**src/rv32i_subset_instruction_decoder_defines.svh**
```systemverilog
// Assertion macros for the RV32I subset instruction decoder.
// Depends on nothing; included by the decoder top level, which carries the assertions.
`ifndef RV32I_SUBSET_INSTRUCTION_DECODER_DEFINES_SVH
`define RV32I_SUBSET_INSTRUCTION_DECODER_DEFINES_SVH
`ifndef SYNTHESIS
// The consequent must hold in the same cycle as the antecedent.
`define RVD_ASSERT_SAME(label, clk, rst, ante, cons, msg) \
   label: assert property (@(posedge clk) disable iff (rst) (ante) |-> (cons)) \
      else $error(msg);
// The consequent must hold in the cycle after the antecedent.
`define RVD_ASSERT_NEXT(label, clk, rst, ante, cons, msg) \
   label: assert property (@(posedge clk) disable iff (rst) (ante) |=> (cons)) \
      else $error(msg);
`else
`define RVD_ASSERT_SAME(label, clk, rst, ante, cons, msg)
`define RVD_ASSERT_NEXT(label, clk, rst, ante, cons, msg)
`endif
`endif

```
**src/rvd_pkg.sv**
```systemverilog
// Types and constants for the RV32I subset instruction decoder.
// Depends on nothing; imported by the decoder top level.
package rvd_pkg;

   // Major opcodes of the covered instruction classes.
   localparam logic [6:0] OPC_R    = 7'b0110011;
   localparam logic [6:0] OPC_S    = 7'b0100011;
   localparam logic [6:0] OPC_B    = 7'b1100011;
   localparam logic [6:0] OPC_JALR = 7'b1100111;
   localparam logic [6:0] OPC_LOAD = 7'b0000011;
   localparam logic [6:0] OPC_IMM  = 7'b0010011;
   localparam logic [6:0] OPC_JAL  = 7'b1101111;

   // funct7 values for R-type instructions.
   localparam logic [6:0] F7_BASE = 7'b0000000;
   localparam logic [6:0] F7_ALT  = 7'b0100000;

   // funct3 values used by the decoder.
   localparam logic [2:0] F3_ADD = 3'd0;
   localparam logic [2:0] F3_SLL = 3'd1;
   localparam logic [2:0] F3_SLT = 3'd2;
   localparam logic [2:0] F3_XOR = 3'd4;
   localparam logic [2:0] F3_SRL = 3'd5;
   localparam logic [2:0] F3_OR  = 3'd6;
   localparam logic [2:0] F3_AND = 3'd7;
   localparam logic [2:0] F3_BEQ = 3'd0;
   localparam logic [2:0] F3_BNE = 3'd1;
   localparam logic [2:0] F3_BLT = 3'd4;
   localparam logic [2:0] F3_BGE = 3'd5;
   localparam logic [2:0] F3_WORD = 3'd2;

   // Register numbers that mark pseudo-ops.
   localparam logic [4:0] REG_ZERO = 5'd0;
   localparam logic [4:0] REG_RA   = 5'd1;

   // Reset value of the start address register.
   localparam logic [31:0] START_RESET = 32'd496;

   localparam int COUNT_W = 30;
   localparam int IMM_W   = 21;

   // Mnemonic codes reported in the kind field.
   typedef enum logic [4:0] {
      K_UNKNOWN = 5'd0,
      K_ADD     = 5'd1,
      K_SUB     = 5'd2,
      K_SLL     = 5'd3,
      K_SLT     = 5'd4,
      K_XOR     = 5'd5,
      K_SRL     = 5'd6,
      K_OR      = 5'd7,
      K_AND     = 5'd8,
      K_SW      = 5'd9,
      K_BEQ     = 5'd10,
      K_BNE     = 5'd11,
      K_BLT     = 5'd12,
      K_BGE     = 5'd13,
      K_JALR    = 5'd14,
      K_RET     = 5'd15,
      K_LW      = 5'd16,
      K_ADDI    = 5'd17,
      K_NOP     = 5'd18,
      K_SLTI    = 5'd19,
      K_JAL     = 5'd20,
      K_J       = 5'd21
   } kind_type;

endpackage

```
**src/rv32i_subset_instruction_decoder.sv**
```systemverilog
// RV32I subset instruction decoder, top level.
// Depends on rvd_pkg and rv32i_subset_instruction_decoder_defines.svh.
//
// Usage:
// - The request channel (req_valid, req_stall, req_instruction_word) takes one
//   32-bit word per cycle. A word is taken when req_valid is high and
//   req_stall is low.
// - The response channel (rsp_valid, rsp_stall, rsp_*) gives one decoded
//   word per request: address, mnemonic code, register fields, immediate,
//   and the data flag with the signed data value.
// - The word enters an input register, is decoded in one pass, and lands in
//   the response register; throughput is one word per cycle unless the
//   receiver stalls, set by the single decode pass between the registers.
// - When the receiver stalls, the response register holds and the input
//   register can still take one more word; req_stall rises only when both
//   are full.
// - csr_wr_en with csr_wr_data writes the start address; write it only
//   while the block is idle. It does not clear the word count.
// - Synchronous reset empties both registers, clears the word count and the
//   data mode flag, and sets the start address to 496.
`include "rv32i_subset_instruction_decoder_defines.svh"

module rv32i_subset_instruction_decoder
   import rvd_pkg::*;
(
   input  logic               clock,
   input  logic               reset,
   input  logic               req_valid,
   output logic               req_stall,
   input  logic [31:0]        req_instruction_word,
   output logic               rsp_valid,
   input  logic               rsp_stall,
   output logic [31:0]        rsp_address,
   output logic [4:0]         rsp_kind,
   output logic [4:0]         rsp_dest_reg,
   output logic [4:0]         rsp_src1_reg,
   output logic [4:0]         rsp_src2_reg,
   output logic signed [20:0] rsp_immediate,
   output logic               rsp_is_data,
   output logic signed [31:0] rsp_data_value,
   input  logic               csr_wr_en,
   input  logic [31:0]        csr_wr_data
);

   // Input register and its valid flag.
   logic        in_valid_ff;
   logic [31:0] in_word_ff;

   // Block state: start address, word count, data mode.
   logic [31:0]        start_addr_ff;
   logic [COUNT_W-1:0] word_count_ff;
   logic               data_mode_ff;

   // Response register.
   logic               out_valid_ff;
   logic [31:0]        out_address_ff;
   kind_type           out_kind_ff;
   logic [4:0]         out_rd_ff;
   logic [4:0]         out_rs1_ff;
   logic [4:0]         out_rs2_ff;
   logic [IMM_W-1:0]   out_imm_ff;
   logic               out_is_data_ff;
   logic [31:0]        out_data_ff;

   // Decode results.
   kind_type           kind_in;
   logic [IMM_W-1:0]   imm_in;
   logic [31:0]        address_in;

   logic        advance;
   logic        accept;

   // Field views of the word in the input register.
   logic [6:0] opcode;
   logic [4:0] rd;
   logic [2:0] funct3;
   logic [4:0] rs1;
   logic [4:0] rs2;
   logic [6:0] funct7;
   logic [IMM_W-1:0] imm_i;
   logic [IMM_W-1:0] imm_s;
   logic [IMM_W-1:0] imm_b;
   logic [IMM_W-1:0] imm_j;

   // The word moves on when the response register is empty or being drained.
   assign advance   = in_valid_ff && (!out_valid_ff || !rsp_stall);
   assign req_stall = in_valid_ff && !advance;
   assign accept    = req_valid && !req_stall;

   assign opcode = in_word_ff[6:0];
   assign rd     = in_word_ff[11:7];
   assign funct3 = in_word_ff[14:12];
   assign rs1    = in_word_ff[19:15];
   assign rs2    = in_word_ff[24:20];
   assign funct7 = in_word_ff[31:25];

   // Immediates of the four formats, sign-extended to 21 bits.
   assign imm_i = {{9{in_word_ff[31]}}, in_word_ff[31:20]};
   assign imm_s = {{9{in_word_ff[31]}}, in_word_ff[31:25], in_word_ff[11:7]};
   assign imm_b = {{8{in_word_ff[31]}}, in_word_ff[31], in_word_ff[7],
                   in_word_ff[30:25], in_word_ff[11:8], 1'b0};
   assign imm_j = {in_word_ff[31], in_word_ff[19:12], in_word_ff[20],
                   in_word_ff[30:21], 1'b0};

   assign address_in = start_addr_ff + {word_count_ff, 2'b00};

   // Mnemonic and immediate selection by opcode and function fields.
   always_comb begin
      kind_in = K_UNKNOWN;
      imm_in  = '0;
      case (opcode)
         OPC_R: begin
            if (funct7 == F7_BASE) begin
               case (funct3)
                  F3_ADD:  kind_in = K_ADD;
                  F3_SLL:  kind_in = K_SLL;
                  F3_SLT:  kind_in = K_SLT;
                  F3_XOR:  kind_in = K_XOR;
                  F3_SRL:  kind_in = K_SRL;
                  F3_OR:   kind_in = K_OR;
                  F3_AND:  kind_in = K_AND;
                  default: kind_in = K_UNKNOWN;
               endcase
            end else if (funct7 == F7_ALT && funct3 == F3_ADD) begin
               kind_in = K_SUB;
            end
         end
         OPC_S: begin
            if (funct3 == F3_WORD) begin
               kind_in = K_SW;
               imm_in  = imm_s;
            end
         end
         OPC_B: begin
            case (funct3)
               F3_BEQ:  kind_in = K_BEQ;
               F3_BNE:  kind_in = K_BNE;
               F3_BLT:  kind_in = K_BLT;
               F3_BGE:  kind_in = K_BGE;
               default: kind_in = K_UNKNOWN;
            endcase
            if (kind_in != K_UNKNOWN) begin
               imm_in = imm_b;
            end
         end
         OPC_JALR: begin
            if (funct3 == F3_ADD) begin
               imm_in = imm_i;
               // A jump through ra with no offset and no link is a return.
               if (rd == REG_ZERO && rs1 == REG_RA && imm_i == '0) begin
                  kind_in = K_RET;
               end else begin
                  kind_in = K_JALR;
               end
            end
         end
         OPC_LOAD: begin
            if (funct3 == F3_WORD) begin
               kind_in = K_LW;
               imm_in  = imm_i;
            end
         end
         OPC_IMM: begin
            if (funct3 == F3_ADD) begin
               imm_in = imm_i;
               if (rd == REG_ZERO && rs1 == REG_ZERO && imm_i == '0) begin
                  kind_in = K_NOP;
               end else begin
                  kind_in = K_ADDI;
               end
            end else if (funct3 == F3_SLT) begin
               imm_in  = imm_i;
               kind_in = K_SLTI;
            end
         end
         OPC_JAL: begin
            imm_in  = imm_j;
            kind_in = (rd == REG_ZERO) ? K_J : K_JAL;
         end
         default: begin
            kind_in = K_UNKNOWN;
         end
      endcase
   end

   // Control state: valid flags, counter, mode flag, start address.
   always_ff @(posedge clock) begin
      if (reset) begin
         in_valid_ff   <= 1'b0;
         out_valid_ff  <= 1'b0;
         word_count_ff <= '0;
         data_mode_ff  <= 1'b0;
         start_addr_ff <= START_RESET;
      end else begin
         if (accept) begin
            in_valid_ff <= 1'b1;
         end else if (advance) begin
            in_valid_ff <= 1'b0;
         end
         if (advance) begin
            out_valid_ff  <= 1'b1;
            word_count_ff <= word_count_ff + COUNT_W'(1);
            if (!data_mode_ff && kind_in == K_RET) begin
               data_mode_ff <= 1'b1;
            end
         end else if (!rsp_stall) begin
            out_valid_ff <= 1'b0;
         end
         if (csr_wr_en) begin
            start_addr_ff <= csr_wr_data;
         end
      end
   end

   // Input word register.
   always_ff @(posedge clock) begin
      if (accept) begin
         in_word_ff <= req_instruction_word;
      end
   end

   // Response payload register; data mode blanks the decode fields.
   always_ff @(posedge clock) begin
      if (advance) begin
         out_address_ff <= address_in;
         if (data_mode_ff) begin
            out_kind_ff    <= K_UNKNOWN;
            out_rd_ff      <= '0;
            out_rs1_ff     <= '0;
            out_rs2_ff     <= '0;
            out_imm_ff     <= '0;
            out_is_data_ff <= 1'b1;
            out_data_ff    <= in_word_ff;
         end else begin
            out_kind_ff    <= kind_in;
            out_rd_ff      <= rd;
            out_rs1_ff     <= rs1;
            out_rs2_ff     <= rs2;
            out_imm_ff     <= imm_in;
            out_is_data_ff <= 1'b0;
            out_data_ff    <= '0;
         end
      end
   end

   assign rsp_valid      = out_valid_ff;
   assign rsp_address    = out_address_ff;
   assign rsp_kind       = out_kind_ff;
   assign rsp_dest_reg   = out_rd_ff;
   assign rsp_src1_reg   = out_rs1_ff;
   assign rsp_src2_reg   = out_rs2_ff;
   assign rsp_immediate  = $signed(out_imm_ff);
   assign rsp_is_data    = out_is_data_ff;
   assign rsp_data_value = $signed(out_data_ff);

   // A data word never carries a mnemonic or an immediate.
   `RVD_ASSERT_SAME(a_data_blank, clock, reset, rsp_valid && rsp_is_data,
      rsp_kind == K_UNKNOWN && rsp_immediate == 21'sd0, "data word carries decode fields")
   // Every word moved to the response register counts once.
   `RVD_ASSERT_NEXT(a_count_step, clock, reset, advance,
      word_count_ff == ($past(word_count_ff) + 30'd1), "word count did not step")
   // A decoded return switches the block into data mode.
   `RVD_ASSERT_NEXT(a_ret_mode, clock, reset, advance && !data_mode_ff && kind_in == K_RET,
      data_mode_ff, "return did not enter data mode")
   // Data mode only leaves through reset.
   `RVD_ASSERT_NEXT(a_mode_sticky, clock, reset, data_mode_ff, data_mode_ff, "data mode cleared")

endmodule
```
**config.mk**
```make
export PLATFORM = sky130hd
export DESIGN_NAME = rv32i_subset_instruction_decoder
export DESIGN_NICKNAME = d
export VERILOG_FILES = /design/src/rvd_pkg.sv /design/src/rv32i_subset_instruction_decoder.sv
export VERILOG_INCLUDE_DIRS = /design/src /design/src/src
export SDC_FILE = /design/constraint.sdc
export NUM_CORES = 1
export LEC_CHECK = 0
export BUFFER_PORTS_ARGS = -buffer_cell sky130_fd_sc_hd__buf_2
export CAP_MARGIN = 20
export CORE_ASPECT_RATIO = 1.4
export CORE_MARGIN = 2
export CORE_UTILIZATION = 49
export DETAILED_ROUTE_END_ITERATION = 7
export GPL_TIMING_DRIVEN = 0
export HOLD_SLACK_MARGIN = 0.05
export PLACE_DENSITY = 0.72
export SETUP_SLACK_MARGIN = 0.3
export SYNTH_ARGS = -nofsm -noshare
export SYNTH_HDL_FRONTEND = slang
export SYNTH_SLANG_ARGS = --single-unit
```
**constraint.sdc**
```tcl
create_clock -name clock -period 8.5 [get_ports clock]
set_input_delay 1.275 -clock clock [delete_from_list [all_inputs] [get_ports clock]]
set_output_delay 1.275 -clock clock [all_outputs]
set_load 0.02 [all_outputs]
```
==> run_results.csv, run 1 <==
group,metric,value,unit
routing,routedWlPerCell,16.1,um
sta,skew,13.1,ps
setup_path,cp_max_fo,23,
status,status,"complete, no violations",
synthesis,synth-seq-cells,203,
synthesis,ys_async_sr_fraction,0,
clock_tree,clock_latency,490,ps
routing,avgViaCountPerCell,5.27,
sta,fmax,299,MHz
min_path,worstHoldEndpoint,"rsp_address[0]$_DFFE_PP_",
final_layout,finalNetCount,1092,
setup_path,cp_slowest_stage_delay,700,ps
sta,slew_violations,0,
setup_path,r2r_cells,11,
clock_tree,numCtsBuffers,20,
pwr,powerDensity,197,mW/mm^2
sta,finalHoldViolations,0,
routing,initialDrtViolationCount,372,
clock_tree,htree_levels,1,
clock_tree,post_cts_buffers,0,
synthesis,yosysTopAreaCellShare,0.453,
routing,dr.pass1.iters,4,
synthesis,synth_edf_count,138,
synthesis,synth_fp_nets,891,
flow_run,maxCapViolCount,0,
clock_tree,clockRootBuffer,"clkbuf_16",
routing,vias,6584,
routing,route.detailed.drc,0,
setup_path,r2r-end,"rsp_address[30]$_DFFE_PP_",
routing,wirelength,20200,um
global_route,grt_max_degree,34,
die,initial_core_util,0.495,
sta,relSlewSlack,0.387,
sta,worst_pin_slew,919,ps
die,die_h,166,um
sta,finalCritPeriodShare,0.393,
setup_path,path_cells,"buf_2 -> a21boi_4 -> buf_16 -> and4_1 -> nand3_2 -> nor3_2 -> nand3_1 -> xor2_1 -> nor2_1",
final_layout,antennaDiodeCount,0,
die,core,0.0185,sq mm
clock_tree,cts-resized-gates,0,
setup_path,cp.required,8860,ps
setup_path,rrSetupSlack,5490,ps
die,die_x,119,um
placement,gp_congestion,0.864,
synthesis,avgSynthCellArea,11.6,sq um
synthesis,ys.warnings.count,0,
clock_tree,clkSlewWorstSetupHoldPaths,60,ps
final_layout,fillers,1572,
min_path,min_from,"start_addr_ff[0]$_SDFFE_PP0P_",
synthesis,yosysUniqueCellTypes,68,
sta,post-route-min-period,3340,ps
placement,hpwl,15200,um
sta,setup_viol,0,
pwr,vdd_ir_drop_max,0.154,mV
final_layout,area_growth,21.5,%
setup_path,worstSetupEndpointType,"flop",
die,die_area,0.0198,sq mm
global_route,grt_pass1_vias,6359,
sta,rsz0062_at_grt,"false",
global_route,grt_pass1_wl,32100,um
placement,pre_cts_ws,4660,ps
clock_tree,cts_sinks,203,
sta,tns,0,ps
clock_tree,cts_tree,"yes",
setup_path,worstPathArrival,3700,ps
global_route,grt_overflow,0,
synthesis,ys.flop_type,"edfxtp_1",
die,fp-row-count,59,
setup_path,start_kind,"input pin",
synthesis,syn_inst,791,
routing,postRouteAntennaNets,0,
min_path,hold_class,"reg2reg",
die,ios,177,
pwr,p_leak,0.00454,uW
min_path,whs_path_depth,0,
synthesis,synth_largest_area_cell,"edfxtp_1",
global_route,antenna_found_initial,0,
setup_path,crit_type,"in2reg",
synthesis,ys_top_cells_by_count,"edfxtp_1 (138), nor2_1 (105), dfxtp_1 (65), nand2_1 (57), and2_1 (42)",
final_layout,layout-drive-gt1-share,0.236,
placement,io_buffer_count,175,
global_route,track_usage,0.203,
synthesis,ys_top_cells_by_area,"edfxtp_1 (45%), dfxtp_1 (14%), nor2_1 (4.3%)",
setup_path,reg2reg_from,"word_count_ff[0]$_SDFFE_PP0P_",
sta,fin_ws,5160,ps
final_layout,final_util,0.602,
setup_path,cp_slowest_cell,"a21boi_4",
clock_tree,hold_buffers,0,
sta,hold_ws,433,ps
synthesis,syn_area,0.00914,sq mm
synthesis,ys_seq_area_frac,0.596,
synthesis,yosysMostFrequentCell,"edfxtp_1",
clock_tree,cts_buffer_depth,3,
[layout make-up]
type / count / area (sq um) / share of cell area
Clock inverter: 11 / 135 / 0.0122
Buffer: 28 / 123 / 0.0110
Tap cell: 244 / 305 / 0.0275
Clock buffer: 25 / 541 / 0.0487
Inverter: 13 / 48.8 / 0.00439
Sequential cell: 203 / 5450 / 0.490
Multi-Input combinational cell: 547 / 3530 / 0.318
Timing Repair Buffer: 179 / 978 / 0.0881
[layout by cell type (no fill, tap or decap), drive strengths merged, types with 3 or more instances in the layout]
cell type  Yosys  routed
buf            9     188
edfxtp       138     138
nor2         106     106
dfxtp         65      65
nand2         57      57
clkbuf        19      44
and2          42      42
a21oi         41      41
ha            30      30
xor2          28      28
mux2i         27      27
o21ai         25      25
xnor2         24      24
nor2b         24      24
nand3         20      20
and3          15      15
inv           13      13
nor3          13      13
nor4          10      10
a31oi          7       7
nand4          6       6
a21o           6       6
o21bai         6       6
a211o          6       6
a22oi          6       6
clkinv         0       6
a211oi         5       5
or3            5       5
o21a           3       3
nand2b         3       3
bufinv         0       3
a21boi         3       3
[per-layer routing]
| metal | track usage | vias up | wire, um |
|---|---|---|---|
| met5 | 0 | - | 0 |
| met4 | 0.0619 | 0 | 535 |
| met3 | 0.0300 | 45 | 1130 |
| met2 | 0.393 | 213 | 11100 |
| met1 | 0.227 | 3067 | 7440 |
| li1 | - | 3259 | - |
[worst max-delay path by stage]
stage	depth (start not counted)	end	start	slack (ps)
global placement	8	word_count_ff[29]$_SDFFE_PP0P_	rsp_stall	2830
global route	9	word_count_ff[29]$_SDFFE_PP0P_	rsp_stall	4950
CTS	9	word_count_ff[29]$_SDFFE_PP0P_	rsp_stall	5150
detailed placement	9	word_count_ff[29]$_SDFFE_PP0P_	rsp_stall	4660
finish	9	word_count_ff[29]$_SDFFE_PP0P_	rsp_stall	5160
floorplan	8	word_count_ff[22]$_SDFFE_PP0P_	rsp_stall	3960
[power by group]
| group | internal [uW] | leakage [uW] | switching [uW] | total [uW] |
|---|---|---|---|---|
| clock network | 544 | 0.000323 | 366 | 910 |
| registers | 1100 | 0.00187 | 21.4 | 1120 |
| logic | 61.2 | 0.00235 | 97.1 | 158 |
[cells by family after synthesis]
family                   Yosys count  synth area share
multiplexers                      27            0.0296
AO/OA/AOI/OAI                    124            0.0901
AND/OR/NAND/NOR                  313             0.173
flip-flops                       203             0.596
adder cells (fa/ha/maj)           31            0.0433
XOR/XNOR                          52            0.0498
buffers and inverters             41            0.0188
[per-stage QoR]
stage	instances	area [sq um]	power, uW
global placement	1210	10300	1290
global route	1250	11100	2280
floorplan	791	9140	1230
finish	1250	11100	2190
detailed placement	1214	10400	1300
CTS	1250	11100	2210
[worst max-delay path: cells and delay by family]
family | cells | cell delay, ps
buffers and inverters | 2 | 380
xor gates and xnor gates | 1 | 160
AOI/OAI and AO/OA | 1 | 700
and+or+nand+nor | 5 | 1170
No activity file was read; power rests on OpenSTA's default activity.
==> inputs of run 2 (changes only) <==
--- a/config.mk
+++ b/config.mk
@@ -14,7 +14,7 @@
 export DETAILED_ROUTE_END_ITERATION = 7
 export GPL_TIMING_DRIVEN = 0
 export HOLD_SLACK_MARGIN = 0.05
-export PLACE_DENSITY = 0.72
+export PLACE_DENSITY = 0.75
 export SETUP_SLACK_MARGIN = 0.3
 export SYNTH_ARGS = -nofsm -noshare
 export SYNTH_HDL_FRONTEND = slang
==> constraint.sdc (replaced) <==
create_clock -name clock -period 2.85 [get_ports clock]
set_input_delay 0.4275 -clock clock [delete_from_list [all_inputs] [get_ports clock]]
set_output_delay 0.4275 -clock clock [all_outputs]
set_load 0.02 [all_outputs]
==> run_results.csv, run 2 (synthesis results as in run 1) <==
group,metric,value,unit
status,status,"complete, no violations",
setup_path,start_kind,"flop",
sta,tns,0,ps
final_layout,layout-drive-gt1-share,0.267,
die,initial_core_util,0.495,
setup_path,crit_buf_inv,1,
pwr,vdd_ir_drop_max,0.437,mV
clock_tree,numCtsBuffers,19,
sta,setup_viol,0,
final_layout,finalNetCount,1098,
setup_path,crit_start,"word_count_ff[0]$_SDFFE_PP0P_",
setup_path,worstPathArrival,2830,ps
die,die_x,119,um
setup_path,cp_slowest_stage_delay,460,ps
clock_tree,htree_levels,1,
routing,initialDrtViolationCount,502,
die,fp-row-count,59,
setup_path,cp.required,3070,ps
final_layout,final_cell_mix,"buf_2 (179), edfxtp_1 (138), nor2_1 (105), dfxtp_1 (59), nand2_1 (57)",
routing,route.detailed.drc,0,
placement,hpwl,15200,um
final_layout,final_common_cell,"buf_2",
die,core,0.0185,sq mm
sta,fmax,384,MHz
placement,gp_congestion,0.927,
die,die_area,0.0198,sq mm
global_route,grt_overflow,0,
global_route,antenna_found_initial,0,
sta,skew,10.5,ps
routing,postRouteAntennaNets,0,
setup_path,crit_type,"reg2reg",
clock_tree,cts_tree,"yes",
routing,routedWlPerCell,16.2,um
clock_tree,hold_buffers,0,
placement,io_buffer_count,175,
global_route,track_usage,0.203,
sta,worst_pin_slew,909,ps
clock_tree,clockRootBuffer,"clkbuf_16",
global_route,grt_pass1_wl,32100,um
clock_tree,clock_latency,480,ps
die,die_h,166,um
final_layout,area_growth,23.1,%
routing,wirelength,20300,um
setup_path,cp_slowest_cell,"a311o_2",
sta,rsz0062_at_grt,"true",
clock_tree,cts_buffer_depth,3,
pwr,powerDensity,565,mW/mm^2
setup_path,worstSetupEndpointType,"flop",
sta,finalCritPeriodShare,0.914,
clock_tree,clkSlewWorstSetupHoldPaths,70,ps
die,ios,177,
min_path,hold_class,"in2reg",
setup_path,path_cells,"ha_4 -> inv_2 -> fa_2 -> nor2b_4 -> o31ai_4 -> a21oi_2 -> a2bb2oi_2 -> a311o_2 -> o21ai_2 -> a21oi_2 -> xnor2_1",
setup_path,reg2reg_from,"word_count_ff[0]$_SDFFE_PP0P_",
routing,dr.pass1.iters,4,
clock_tree,cts_sinks,203,
pwr,p_leak,0.00459,uW
setup_path,crit_family,"compound AO/OA/AOI/OAI gates",
setup_path,cp_max_fo,5,
setup_path,crit_top_cell,"a21oi_2",
routing,avgViaCountPerCell,5.26,
sta,slew_violations,0,
global_route,grt_pass1_vias,6516,
final_layout,antennaDiodeCount,0,
sta,finalHoldViolations,0,
pwr,totalPowerFinal,6360,uW
routing,vias,6583,
min_path,min_from,"req_instruction_word[13]",
global_route,grt_max_degree,34,
sta,post-route-min-period,2600,ps
sta,relSlewSlack,0.392,
flow_run,maxCapViolCount,0,
run 2: cell types whose count changed in the layout (fill, tap and decap cells not counted), sizes merged:
cell | before | now
buf | 188 | 195
clkbuf | 44 | 38
clkinvlp | 2 | 3
run 2: path summary, 6_finish.rpt:
path	end	slack, ps	cells after the start
worst max-delay path	rsp_address[30]$_DFFE_PP_	250	11
worst min-delay path	in_word_ff[13]$_DFFE_PP_	120	1
worst max register to register	rsp_address[30]$_DFFE_PP_	250	11
worst min register to register	rsp_address[1]$_DFFE_PP_	430	0
run 2: repair_timing:
item / CTS / global route
pin swaps: 8 / 15
gates cloned: 0 / 0
gates resized for setup: 11 / 23
endpoints found under the setup margin: 10 / 18
buffers inserted: 4 / 3
run 2: cell type report:
class	instances	area, sq um
sequential	203	5450
timing repair buffer	186	1020
buffer	28	129
clock inverter	12	143
multi-input combinational	547	3680
inverter	13	48.8
fill	1520	7200
clock buffer	19	475
tap	244	305
run 2: metrics by stage:
stage               hold WS (ps)  utilization  instances  area (sq um)  worst slack, ps
floorplan                    408            -        791          9170             -913
global placement             411        0.561       1210         10300            -2100
detailed placement           421        0.566       1214         10400             -132
CTS                         94.6        0.604       1249         11100              266
global route                88.3        0.610       1252         11300              186
finish                       118        0.610       1252         11300              246
run 2: power breakdown:
| part | internal, uW | switching (uW) | total, uW |
|---|---|---|---|
| registers | 3270 | 62.3 | 3330 |
| logic | 189 | 297 | 486 |
| clock network | 1490 | 1050 | 2540 |
run 2: worst reg2reg max path: cells and delay by family (launching register included):
| kind | cells | cell delay [ps] |
|---|---|---|
| buffers and inverters | 1 | 40 |
| AOI/OAI and AO/OA | 6 | 1140 |
| and+or+nand+nor | 1 | 150 |
| adders and majority gates | 2 | 540 |
| xor gates and xnor gates | 1 | 130 |
| DFF | 1 | 350 |
run 2: layer usage:
metal,vias to the layer above,routed length (um),global-route usage
li1,3266,-,-
met1,3045,7470,0.222
met2,217,10800,0.384
met3,55,1220,0.0275
met4,0,813,0.0895
met5,-,0,0
